--- config.mk ---
export PLATFORM = sky130hd
export DESIGN_NAME = greedy_text_justifier
export DESIGN_NICKNAME = d
export VERILOG_FILES = /design/src/gtj_pkg.sv /design/src/greedy_text_justifier.sv /design/src/gtj_front.sv /design/src/gtj_back.sv
export SDC_FILE = /design/constraint.sdc
export NUM_CORES = 2
export LEC_CHECK = 0
export BUFFER_PORTS_ARGS = -buffer_cell sky130_fd_sc_hd__buf_4
export CORE_ASPECT_RATIO = 0.8
export CORE_MARGIN = 1.5
export CORE_UTILIZATION = 25
export CTS_CLUSTER_SIZE = 25
export DETAILED_ROUTE_END_ITERATION = 8
export GPL_ROUTABILITY_DRIVEN = 0
export PLACE_DENSITY = 0.39
export SYNTH_ARGS = -nofsm -noshare
export SYNTH_HDL_FRONTEND = slang
export SYNTH_HIERARCHICAL = 1
export SYNTH_SLANG_ARGS = --single-unit
--- constraint.sdc ---
create_clock -name clk -period 5.2 [get_ports clk]
set_input_delay 0.78 -clock clk [delete_from_list [all_inputs] [get_ports clk]]
set_output_delay 0.78 -clock clk [all_outputs]
set_load 0.01 [all_outputs]
--- src/gtj_pkg.sv ---
// ----------------------------------------------------------------------------
// gtj_pkg
// Shared types and constants for the greedy text justifier.
// ----------------------------------------------------------------------------
package gtj_pkg;

  typedef enum logic [1:0] {
    OP_LETTER = 2'd0,
    OP_BREAK  = 2'd1,
    OP_FLUSH  = 2'd2,
    OP_NONE   = 2'd3
  } op_t;

  localparam logic [7:0] CHAR_SPACE   = 8'd32;
  localparam logic [7:0] CHAR_NEWLINE = 8'd10;
  localparam logic [5:0] WIDTH_RESET  = 6'd40;

  typedef enum logic [2:0] {
    ST_IDLE,
    ST_DIV,
    ST_FIT,
    ST_LETTERS,
    ST_SPACES,
    ST_NEWLINE,
    ST_COPY
  } state_t;

endpackage

--- src/greedy_text_justifier.sv ---
// ----------------------------------------------------------------------------
// greedy_text_justifier
// Greedy fully justified line filler for a byte stream of text.
// ----------------------------------------------------------------------------
// Input channel: push/full with operation and char_code. Letters collect a
// word, a word break commits it, end of text flushes the held line.
// Result channel: empty/pop with out_char and last; last marks the newline.
// A two-entry command queue parts the input side from the line builder.
// A word break checks whether the word fits and copies its letters into the
// line; when the line is full it first emits the line: a division by
// repeated subtraction of the gap count from the surplus, and then one output
// byte per cycle while pop does not hold the output register, with a step
// without output after each run of spaces.
// The output register is one beat deep; while pop stays low the builder holds
// in its output states and full rises once the queue fills. line_width is
// written with cfg_we/cfg_data; write it only while idle, the block does not
// enforce this. Reset empties the queue and the line and sets the width to 40.
// ----------------------------------------------------------------------------
module greedy_text_justifier #(
  parameter int LINE_BYTES = 64,
  parameter int MAX_WORDS  = 32
) (
  input  logic       clk,
  input  logic       rst,
  input  logic       push,
  output logic       full,
  input  logic [1:0] operation,
  input  logic [7:0] char_code,
  output logic       empty,
  input  logic       pop,
  output logic [7:0] out_char,
  output logic       last,
  input  logic       cfg_we,
  input  logic [5:0] cfg_data
);

  logic [5:0] line_width;
  logic       cmd_valid;
  logic [1:0] cmd_op;
  logic [7:0] cmd_char;
  logic       cmd_take;
  logic       out_valid;

  always_ff @(posedge clk) begin
    if (rst) begin
      line_width <= gtj_pkg::WIDTH_RESET;
    end else if (cfg_we) begin
      line_width <= cfg_data;
    end
  end

  gtj_front u_front (
    .clk, .rst, .push, .full, .operation, .char_code,
    .cmd_valid, .cmd_op, .cmd_char, .cmd_take
  );

  gtj_back #(.LINE_BYTES(LINE_BYTES), .MAX_WORDS(MAX_WORDS)) u_back (
    .clk, .rst, .width(line_width),
    .cmd_valid, .cmd_op, .cmd_char, .cmd_take,
    .out_valid, .out_data(out_char), .out_last(last), .out_ready(pop)
  );

  assign empty = !out_valid;

endmodule

--- src/gtj_front.sv ---
// ----------------------------------------------------------------------------
// gtj_front
// Input side: takes beats and places commands in a short queue.
// ----------------------------------------------------------------------------
module gtj_front (
  input  logic       clk,
  input  logic       rst,
  input  logic       push,
  output logic       full,
  input  logic [1:0] operation,
  input  logic [7:0] char_code,
  output logic       cmd_valid,
  output logic [1:0] cmd_op,
  output logic [7:0] cmd_char,
  input  logic       cmd_take
);

  logic [9:0] slot [2];
  logic [1:0] count;
  logic       rd_ptr;
  logic       wr_ptr;
  logic       do_push;
  logic       do_pop;

  assign full      = count == 2'd2;
  assign do_push   = push && !full && operation != gtj_pkg::OP_NONE;
  assign cmd_valid = count != 2'd0;
  assign do_pop    = cmd_take && cmd_valid;
  assign cmd_op    = slot[rd_ptr][9:8];
  assign cmd_char  = slot[rd_ptr][7:0];

  always_ff @(posedge clk) begin
    if (do_push) begin
      slot[wr_ptr] <= {operation, char_code};
    end
    if (rst) begin
      count  <= 2'd0;
      rd_ptr <= 1'b0;
      wr_ptr <= 1'b0;
    end else begin
      if (do_push) begin
        wr_ptr <= !wr_ptr;
      end
      if (do_pop) begin
        rd_ptr <= !rd_ptr;
      end
      count <= count + {1'b0, do_push} - {1'b0, do_pop};
    end
  end

endmodule

--- src/gtj_back.sv ---
// ----------------------------------------------------------------------------
// gtj_back
// Line builder: collects words, lays out justified lines byte by byte.
// ----------------------------------------------------------------------------
module gtj_back #(
  parameter int LINE_BYTES = 64,
  parameter int MAX_WORDS  = 32
) (
  input  logic       clk,
  input  logic       rst,
  input  logic [5:0] width,
  input  logic       cmd_valid,
  input  logic [1:0] cmd_op,
  input  logic [7:0] cmd_char,
  output logic       cmd_take,
  output logic       out_valid,
  output logic [7:0] out_data,
  output logic       out_last,
  input  logic       out_ready
);

  localparam int PW = $clog2(LINE_BYTES + 1);
  localparam int AW = $clog2(LINE_BYTES);
  localparam int NW = $clog2(MAX_WORDS + 1);
  localparam int WI = $clog2(MAX_WORDS);
  localparam int UW = PW + 1;

  logic [7:0]    line_mem [LINE_BYTES];
  logic [7:0]    word_mem [LINE_BYTES];
  logic [PW-1:0] len_mem  [MAX_WORDS];

  gtj_pkg::state_t state, state_next;
  logic [NW-1:0] word_count;
  logic [UW-1:0] used_width;
  logic [PW-1:0] pending_length;
  logic [PW-1:0] commit_len;
  logic          flush_pend;

  logic [UW-1:0] diff;
  logic [UW-1:0] base;
  logic [UW-1:0] extra;
  logic [UW-1:0] rem;
  logic [UW-1:0] div_cnt;
  logic [NW-1:0] emit_i;
  logic [PW-1:0] emit_j;
  logic [PW-1:0] cur_len;
  logic [UW-1:0] emit_pos;
  logic [UW-1:0] sp_cnt;
  logic [PW-1:0] copy_j;

  logic [5:0]    eff_w;
  logic [UW-1:0] effw_u;
  logic [NW-1:0] gaps;
  logic [PW-1:0] raw_len;
  logic          fits;
  logic          out_full;
  logic          emit_go;
  logic [7:0]    emit_data;
  logic          emit_last;
  logic [UW-1:0] gap_spaces;
  logic [UW-1:0] line_addr;
  logic [7:0]    line_rd;
  logic [PW-1:0] word_addr;
  logic [7:0]    word_rd;

  always_comb begin
    eff_w = (width == 6'd0) ? 6'd1 : width;
    if (UW'(eff_w) > UW'(LINE_BYTES - 1)) begin
      eff_w = 6'(LINE_BYTES - 1);
    end
  end
  assign effw_u  = UW'(eff_w);
  assign gaps    = word_count - NW'(1);
  assign raw_len = (UW'(pending_length) > effw_u) ? PW'(eff_w) : pending_length;
  assign fits    = (word_count < NW'(MAX_WORDS))
                   && (used_width + UW'(commit_len) + UW'(1) <= effw_u + UW'(1));
  assign cur_len = len_mem[emit_i[WI-1:0]];
  assign gap_spaces = (word_count == NW'(1)) ? diff
                      : base + UW'(1) + ((UW'(emit_i) < extra) ? UW'(1) : UW'(0));

  // read addresses run one entry ahead of the registered read data
  assign line_addr = (state == gtj_pkg::ST_LETTERS && emit_go) ? emit_pos + UW'(1) : emit_pos;
  assign word_addr = (state == gtj_pkg::ST_COPY) ? copy_j + PW'(1) : copy_j;

  // output register
  assign out_full = out_valid && !out_ready;
  assign emit_go  = !out_full;

  always_comb begin
    state_next = state;
    cmd_take   = 1'b0;
    unique case (state)
      gtj_pkg::ST_IDLE: begin
        if (cmd_valid) begin
          cmd_take = 1'b1;
          priority if (cmd_op == gtj_pkg::OP_LETTER) begin
            state_next = gtj_pkg::ST_IDLE;
          end else if (cmd_op == gtj_pkg::OP_BREAK) begin
            state_next = (pending_length == PW'(0)) ? gtj_pkg::ST_IDLE : gtj_pkg::ST_FIT;
          end else begin
            state_next = gtj_pkg::ST_DIV;
          end
        end
      end
      gtj_pkg::ST_FIT: begin
        state_next = (!fits && word_count != NW'(0)) ? gtj_pkg::ST_DIV : gtj_pkg::ST_COPY;
      end
      gtj_pkg::ST_DIV: begin
        if (word_count <= NW'(1) || rem < UW'(gaps)) begin
          priority if (word_count == NW'(0)) begin
            state_next = gtj_pkg::ST_NEWLINE;
          end else if (cur_len == PW'(0)) begin
            state_next = gtj_pkg::ST_SPACES;
          end else begin
            state_next = gtj_pkg::ST_LETTERS;
          end
        end
      end
      gtj_pkg::ST_LETTERS: begin
        if (emit_go && emit_j + PW'(1) >= cur_len) begin
          state_next = (word_count == NW'(1) || emit_i + NW'(1) < word_count)
                       ? gtj_pkg::ST_SPACES : gtj_pkg::ST_NEWLINE;
        end
      end
      gtj_pkg::ST_SPACES: begin
        if (emit_go && sp_cnt >= gap_spaces) begin
          priority if (emit_i + NW'(1) >= word_count) begin
            state_next = gtj_pkg::ST_NEWLINE;
          end else if (len_mem[WI'(emit_i + NW'(1))] == PW'(0)) begin
            state_next = gtj_pkg::ST_SPACES;
          end else begin
            state_next = gtj_pkg::ST_LETTERS;
          end
        end else if (emit_go && gap_spaces == UW'(0)) begin
          state_next = gtj_pkg::ST_NEWLINE;
        end
      end
      gtj_pkg::ST_NEWLINE: begin
        if (emit_go) begin
          state_next = flush_pend ? gtj_pkg::ST_IDLE : gtj_pkg::ST_COPY;
        end
      end
      gtj_pkg::ST_COPY: begin
        if (copy_j + PW'(1) >= commit_len) begin
          state_next = gtj_pkg::ST_IDLE;
        end
      end
      default: state_next = gtj_pkg::ST_IDLE;
    endcase
  end

  always_comb begin
    emit_data = gtj_pkg::CHAR_SPACE;
    emit_last = 1'b0;
    unique case (state)
      gtj_pkg::ST_LETTERS: emit_data = line_rd;
      gtj_pkg::ST_NEWLINE: begin
        emit_data = gtj_pkg::CHAR_NEWLINE;
        emit_last = 1'b1;
      end
      default: emit_data = gtj_pkg::CHAR_SPACE;
    endcase
  end

  logic emit_strobe;
  always_comb begin
    emit_strobe = 1'b0;
    if (emit_go) begin
      unique case (state)
        gtj_pkg::ST_LETTERS: emit_strobe = 1'b1;
        gtj_pkg::ST_NEWLINE: emit_strobe = 1'b1;
        gtj_pkg::ST_SPACES:  emit_strobe = sp_cnt < gap_spaces;
        default:             emit_strobe = 1'b0;
      endcase
    end
  end

  always_ff @(posedge clk) begin
    line_rd <= line_mem[line_addr[AW-1:0]];
    word_rd <= word_mem[word_addr[AW-1:0]];
    if (state == gtj_pkg::ST_IDLE && cmd_valid && cmd_op == gtj_pkg::OP_LETTER
        && pending_length < PW'(LINE_BYTES)) begin
      word_mem[pending_length[AW-1:0]] <= cmd_char;
    end
    if (state == gtj_pkg::ST_COPY && commit_len != PW'(0)) begin
      if (used_width - UW'(word_count) + UW'(copy_j) < UW'(LINE_BYTES)) begin
        line_mem[AW'(used_width - UW'(word_count) + UW'(copy_j))] <= word_rd;
      end
    end
    if (state == gtj_pkg::ST_COPY && state_next == gtj_pkg::ST_IDLE) begin
      len_mem[word_count[WI-1:0]] <= commit_len;
    end
    if (emit_strobe) begin
      out_data <= emit_data;
      out_last <= emit_last;
    end
  end

  always_ff @(posedge clk) begin
    if (rst) begin
      state          <= gtj_pkg::ST_IDLE;
      word_count     <= '0;
      used_width     <= '0;
      pending_length <= '0;
      out_valid      <= 1'b0;
      flush_pend     <= 1'b0;
      commit_len     <= '0;
      diff <= '0; base <= '0; extra <= '0; rem <= '0; div_cnt <= '0;
      emit_i <= '0; emit_j <= '0; emit_pos <= '0; sp_cnt <= '0; copy_j <= '0;
    end else begin
      state <= state_next;
      if (emit_strobe) begin
        out_valid <= 1'b1;
      end else if (out_ready) begin
        out_valid <= 1'b0;
      end
      unique case (state)
        gtj_pkg::ST_IDLE: begin
          if (cmd_valid) begin
            if (cmd_op == gtj_pkg::OP_LETTER) begin
              if (pending_length < PW'(LINE_BYTES)) begin
                pending_length <= pending_length + PW'(1);
              end
            end else if (cmd_op == gtj_pkg::OP_BREAK) begin
              commit_len <= raw_len;
              flush_pend <= 1'b0;
            end else begin
              pending_length <= '0;
              flush_pend     <= 1'b1;
              diff    <= (effw_u + UW'(1) >= used_width) ? effw_u + UW'(1) - used_width : '0;
              rem     <= (effw_u + UW'(1) >= used_width) ? effw_u + UW'(1) - used_width : '0;
              div_cnt <= '0;
            end
            emit_i <= '0; emit_j <= '0; emit_pos <= '0; sp_cnt <= '0; copy_j <= '0;
          end
        end
        gtj_pkg::ST_FIT: begin
          diff    <= (effw_u + UW'(1) >= used_width) ? effw_u + UW'(1) - used_width : '0;
          rem     <= (effw_u + UW'(1) >= used_width) ? effw_u + UW'(1) - used_width : '0;
          div_cnt <= '0;
        end
        gtj_pkg::ST_DIV: begin
          // repeated subtraction of the gap count, one subtraction per cycle
          if (word_count > NW'(1) && rem >= UW'(gaps)) begin
            rem     <= rem - UW'(gaps);
            div_cnt <= div_cnt + UW'(1);
          end else begin
            base  <= div_cnt;
            extra <= rem;
          end
        end
        gtj_pkg::ST_LETTERS: begin
          if (emit_go) begin
            emit_pos <= emit_pos + UW'(1);
            if (emit_j + PW'(1) >= cur_len) begin
              emit_j <= '0;
              sp_cnt <= '0;
              if (!(word_count == NW'(1) || emit_i + NW'(1) < word_count)) begin
                emit_i <= emit_i + NW'(1);
              end
            end else begin
              emit_j <= emit_j + PW'(1);
            end
          end
        end
        gtj_pkg::ST_SPACES: begin
          if (emit_go) begin
            if (sp_cnt < gap_spaces) begin
              sp_cnt <= sp_cnt + UW'(1);
            end else begin
              sp_cnt <= '0;
              emit_i <= emit_i + NW'(1);
            end
          end
        end
        gtj_pkg::ST_NEWLINE: begin
          if (emit_go) begin
            word_count <= '0;
            used_width <= '0;
          end
        end
        gtj_pkg::ST_COPY: begin
          if (copy_j + PW'(1) >= commit_len) begin
            word_count     <= word_count + NW'(1);
            used_width     <= used_width + UW'(commit_len) + UW'(1);
            pending_length <= '0;
          end else begin
            copy_j <= copy_j + PW'(1);
          end
        end
        default: ;
      endcase
    end
  end

endmodule
==> results.yml <==
setup_path:
  slowest_stage: "dfxtp_2"
  crit_path_cell_trace: "nor2b_1 -> a221oi_1 -> o21ai_0 -> nand4_1 -> ha_1 -> nand2b_1 -> a21oi_1 -> o21ai_0 -> a21oi_1 -> buf_4 -> o31a_1 -> nor3b_2 -> nor2_1 -> a211oi_1"
  endpoint_kind: "register"
  worst-path-max-fanout: 24
  path_class: "reg -> reg"
  cp.buffers_inverters: 1
  start_kind: "register"
  ff2ff_setup_slack_ns: 0.52
  critPathMaxStageDelay_ns: 0.82
  path_delay_family: "simple AND/OR/NAND/NOR gates"
  crit_required_ns: 5.93
  arrival_ns: 5.41
  ff2ff_path_depth: 14
sta:
  fmax_mhz: 213.6
  period_minus_slack_ns: 4.682
  relSlewSlack_pct: 22.26
  finalCritPeriodShare_pct: 90.04
  finalClockSkew_ns: 0.07669
  worst_hold_slack_ns: 0.1820
  finalHoldViolCount: 0
  drv_slew: 0
  fin_setup_tns_ns: 0
  finalSetupViolations: 0
  worst_slew_pin_slew_ns: 1.150
  rsz0062_at_grt: "false"
clocking:
  cts_buffers: 167
  clockBufferDepth: 4
  numClockSinks: 1416
  clkLatencyLatePin_ns: 0.86
  htreeDepth: 4
  clkSlewWorstSetupHoldPaths_ns: 0.06
  cts_hold_buf: 0
  postCtsSetupBuffers: 0
  cts_root_buffer: "clkbuf_16"
  cts_tree: "yes"
power:
  swShare_pct: 26.05
  p_int_mw: 21.17
  netSwitchingPower_mw: 7.457
  power_mw: 28.63
  clockPowerShare_pct: 41.4
  peakVddDrop_v: 0.0002447
  p_comb_share_pct: 11.8
  power_density_nw_per_um2: 401.3
  seq_power_share_pct: 46.8
  power.leakage_nw: 23.06
synthesis:
  synth-main-ff-cell: "edfxtp_1"
  async_flop_share_pct: 0
  yosys_warnings: 6
  synth.distinct_cells: 86
  yosysTopAreaCell: "edfxtp_1"
  yosysTopAreaCellShare_pct: 62.83
  yosysSeqAreaShare_pct: 67.39
  synthTopCellsByArea: "edfxtp_1 63%, mux4_2 8.1%, dfxtp_1 4.6%"
  syn_inst: 4105
  synth-seq-cells: 1416
  avgSynthCellArea_sq_um: 14.87
  syn_area_sq_um: 61030
  mappedNetlistNets: 4228
  synth_enable_flop_cells: 1277
cells_and_area:
  drive_gt1_share_pct: 17.19
  nFillCells: 24350
  area_growth_pct: 16.90
  stdcell_count: 7595
  fin_nets: 4385
global_routing:
  grt_pass1_vias: 36260
  antenna_found_initial: 6
  grt_max_degree: 66
  overflow: 0
  grt_pass1_wl_um: 261900
  grtUsageTotal_pct: 14.38
min_path:
  hold_depth: 1
  min_to: "u_front/slot[1][4]"
  min_from: "char_code[4]"
  hold_class: "in -> reg"
floorplan:
  die_w_um: 555.4
  die_area_sq_um: 247100
  die_h_um: 444.9
  coreArea_sq_um: 243200
  start_util_pct: 25.09
  rows: 162
  ios: 32
route:
  finalWirelength_um: 180000
  avgViaCountPerCell: 4.741
  drt_first_pass_iters: 5
  ant_nets: 0
  num_vias: 36010
  first_iter_violations: 3090
  post-route-drc-count: 0
  avgRoutedWirePerCell_um: 23.69
placed_design:
  post-dp-hpwl_um: 115400
  placedCellCount: 7291
  io_buffers: 31
run:
  drv_cap: 0
outcome:
  status: "finished clean"
## per-layer routing
| metal | GRT usage, % | routed length [um] | up-vias |
|---|---|---|---|
| met3 | 2.220 | 9105 | 228 |
| met5 | 0 | 0 | - |
| met2 | 21.00 | 76820 | 878 |
| li1 | - | - | 16310 |
| met1 | 21.99 | 90180 | 18590 |
| met4 | 3.614 | 3862 | 0 |
## flip-flops by register name, summed over array words and instances (netlist names), 7 cells and up, named ones only
register / cells
u_back/pending_length: 7
u_back/line_rd: 8
u_back/emit_j: 7
u_back/diff: 8
u_back/word_mem: 512
u_back/div_cnt: 8
u_back/word_rd: 8
u_back/extra: 8
u_back/commit_len: 7
u_back/sp_cnt: 8
u_back/out_data: 8
u_back/copy_j: 7
u_front/slot: 20
u_back/len_mem: 224
u_back/used_width: 8
u_back/base: 8
u_back/line_mem: 512
u_back/rem: 8
## logic make-up (layout without fill, tap and decap cells)
kind of cell | after synthesis | in the layout | share of synthesized area [%]
mux | 415 | 415 | 11.34
xor+xnor | 84 | 84 | 1.230
fa+ha+maj | 102 | 102 | 2.202
other cells | 0 | 4 | 0
compound gates | 551 | 551 | 5.900
buf+inv | 327 | 615 | 2.419
flops | 1416 | 1416 | 67.39
simple gates | 1210 | 1210 | 9.516
## power by group through the flow
stage	Clock [mW]	Sequential, mW	Combinational, mW
final	11.9	13.4	3.39
after global routing	12.6	13.4	3.73
after CTS	12.2	13.4	3.45
after detailed placement	0	13.6	3.44
after global placement	0	13.6	3.44
after floorplan	0	13.6	1.89
## what timing repair did
| item | in CTS | in global routing |
|---|---|---|
| endpoints found under the hold margin | 0 | 0 |
| gates resized for setup | 0 | 1 |
| setup endpoints to repair | 0 | 9 |
## synthesized netlist by cell type, types with 22 or more instances
cell type / number
ha_1: 93
o22ai_1: 50
a21o_1: 29
mux2i_1: 184
nor3_1: 71
a21oi_1: 87
a211oi_1: 80
buf_4: 22
inv_1: 98
nand3_1: 257
buf_1: 25
dfxtp_1: 139
a311oi_1: 22
xor2_1: 30
clkbuf_1: 108
a22oi_1: 40
nor2_1: 330
edfxtp_1: 1277
nand4_1: 45
o21a_1: 22
xnor2_1: 52
nor2b_1: 40
mux4_2: 220
buf_2: 62
nand2_1: 287
o21ai_0: 138
nor4_1: 49
## placed cells by master (no fill, tap or decap), types with 16 or more instances in the layout
master,instances
a211oi_1,80
a21o_1,29
a21oi_1,87
a22oi_1,40
a311oi_1,22
buf_4,207
bufinv_16,16
clkbuf_1,35
clkbuf_16,172
clkinv_1,23
clkinv_2,26
dfxtp_1,127
edfxtp_1,1277
ha_1,91
inv_1,98
mux2i_1,178
mux4_2,220
nand2_1,285
nand2b_1,17
nand3_1,256
nand4_1,45
nor2_1,328
nor2b_1,39
nor3_1,71
nor4_1,49
o21a_1,22
o21ai_0,138
o22ai_1,50
or4_1,17
xnor2_1,51
xor2_1,30
## worst reg2reg max path: stages, from the launching register on
cell      delay [ns]
dfxtp_2         0.82
nor2b_1         0.85
a221oi_1        0.25
o21ai_0         0.20
nand4_1         0.21
ha_1            0.32
nand2b_1        0.09
a21oi_1         0.07
o21ai_0         0.17
a21oi_1         0.09
buf_4           0.18
o31a_1          0.35
nor3b_2         0.57
nor2_1          0.08
a211oi_1        0.30
## layout make-up
class | count | area, sq um | area share (%)
antenna | 4 | 10.01 | 0.01403
clock buffer | 220 | 4614 | 6.467
clock inverter | 80 | 864.6 | 1.212
inverter | 100 | 377.9 | 0.5296
multi-input combinational | 2362 | 18620 | 26.09
sequential | 1416 | 41150 | 57.67
tap | 3198 | 4001 | 5.608
timing repair buffer | 215 | 1714 | 2.402
## worst max path at each step
stage / endpoint / slack, ns / depth (start not counted)
2_1_floorplan: u_back/out_data[0] / 1.01 / 24
3_3_place_gp: u_back/out_data[7] / 0.31 / 23
3_5_place_dp: u_back/out_data[0] / 0.32 / 23
4_1_cts: u_back/out_data[2] / 0.32 / 23
5_1_grt: u_back/emit_i[3] / 0.01 / 21
6_report: register / 0.52 / 14
## metrics by stage
step	setup WS (ns)	instance area, sq um	utilization [%]
final	0.5179	71350	29.33
after global routing	0.01244	71340	29.33
after detailed placement	0.3161	65860	27.08
after CTS	0.3226	71340	29.33
after floorplan	1.010	61030	-
after global placement	0.3124	65860	27.08
No activity file was read; power rests on OpenSTA's default activity.
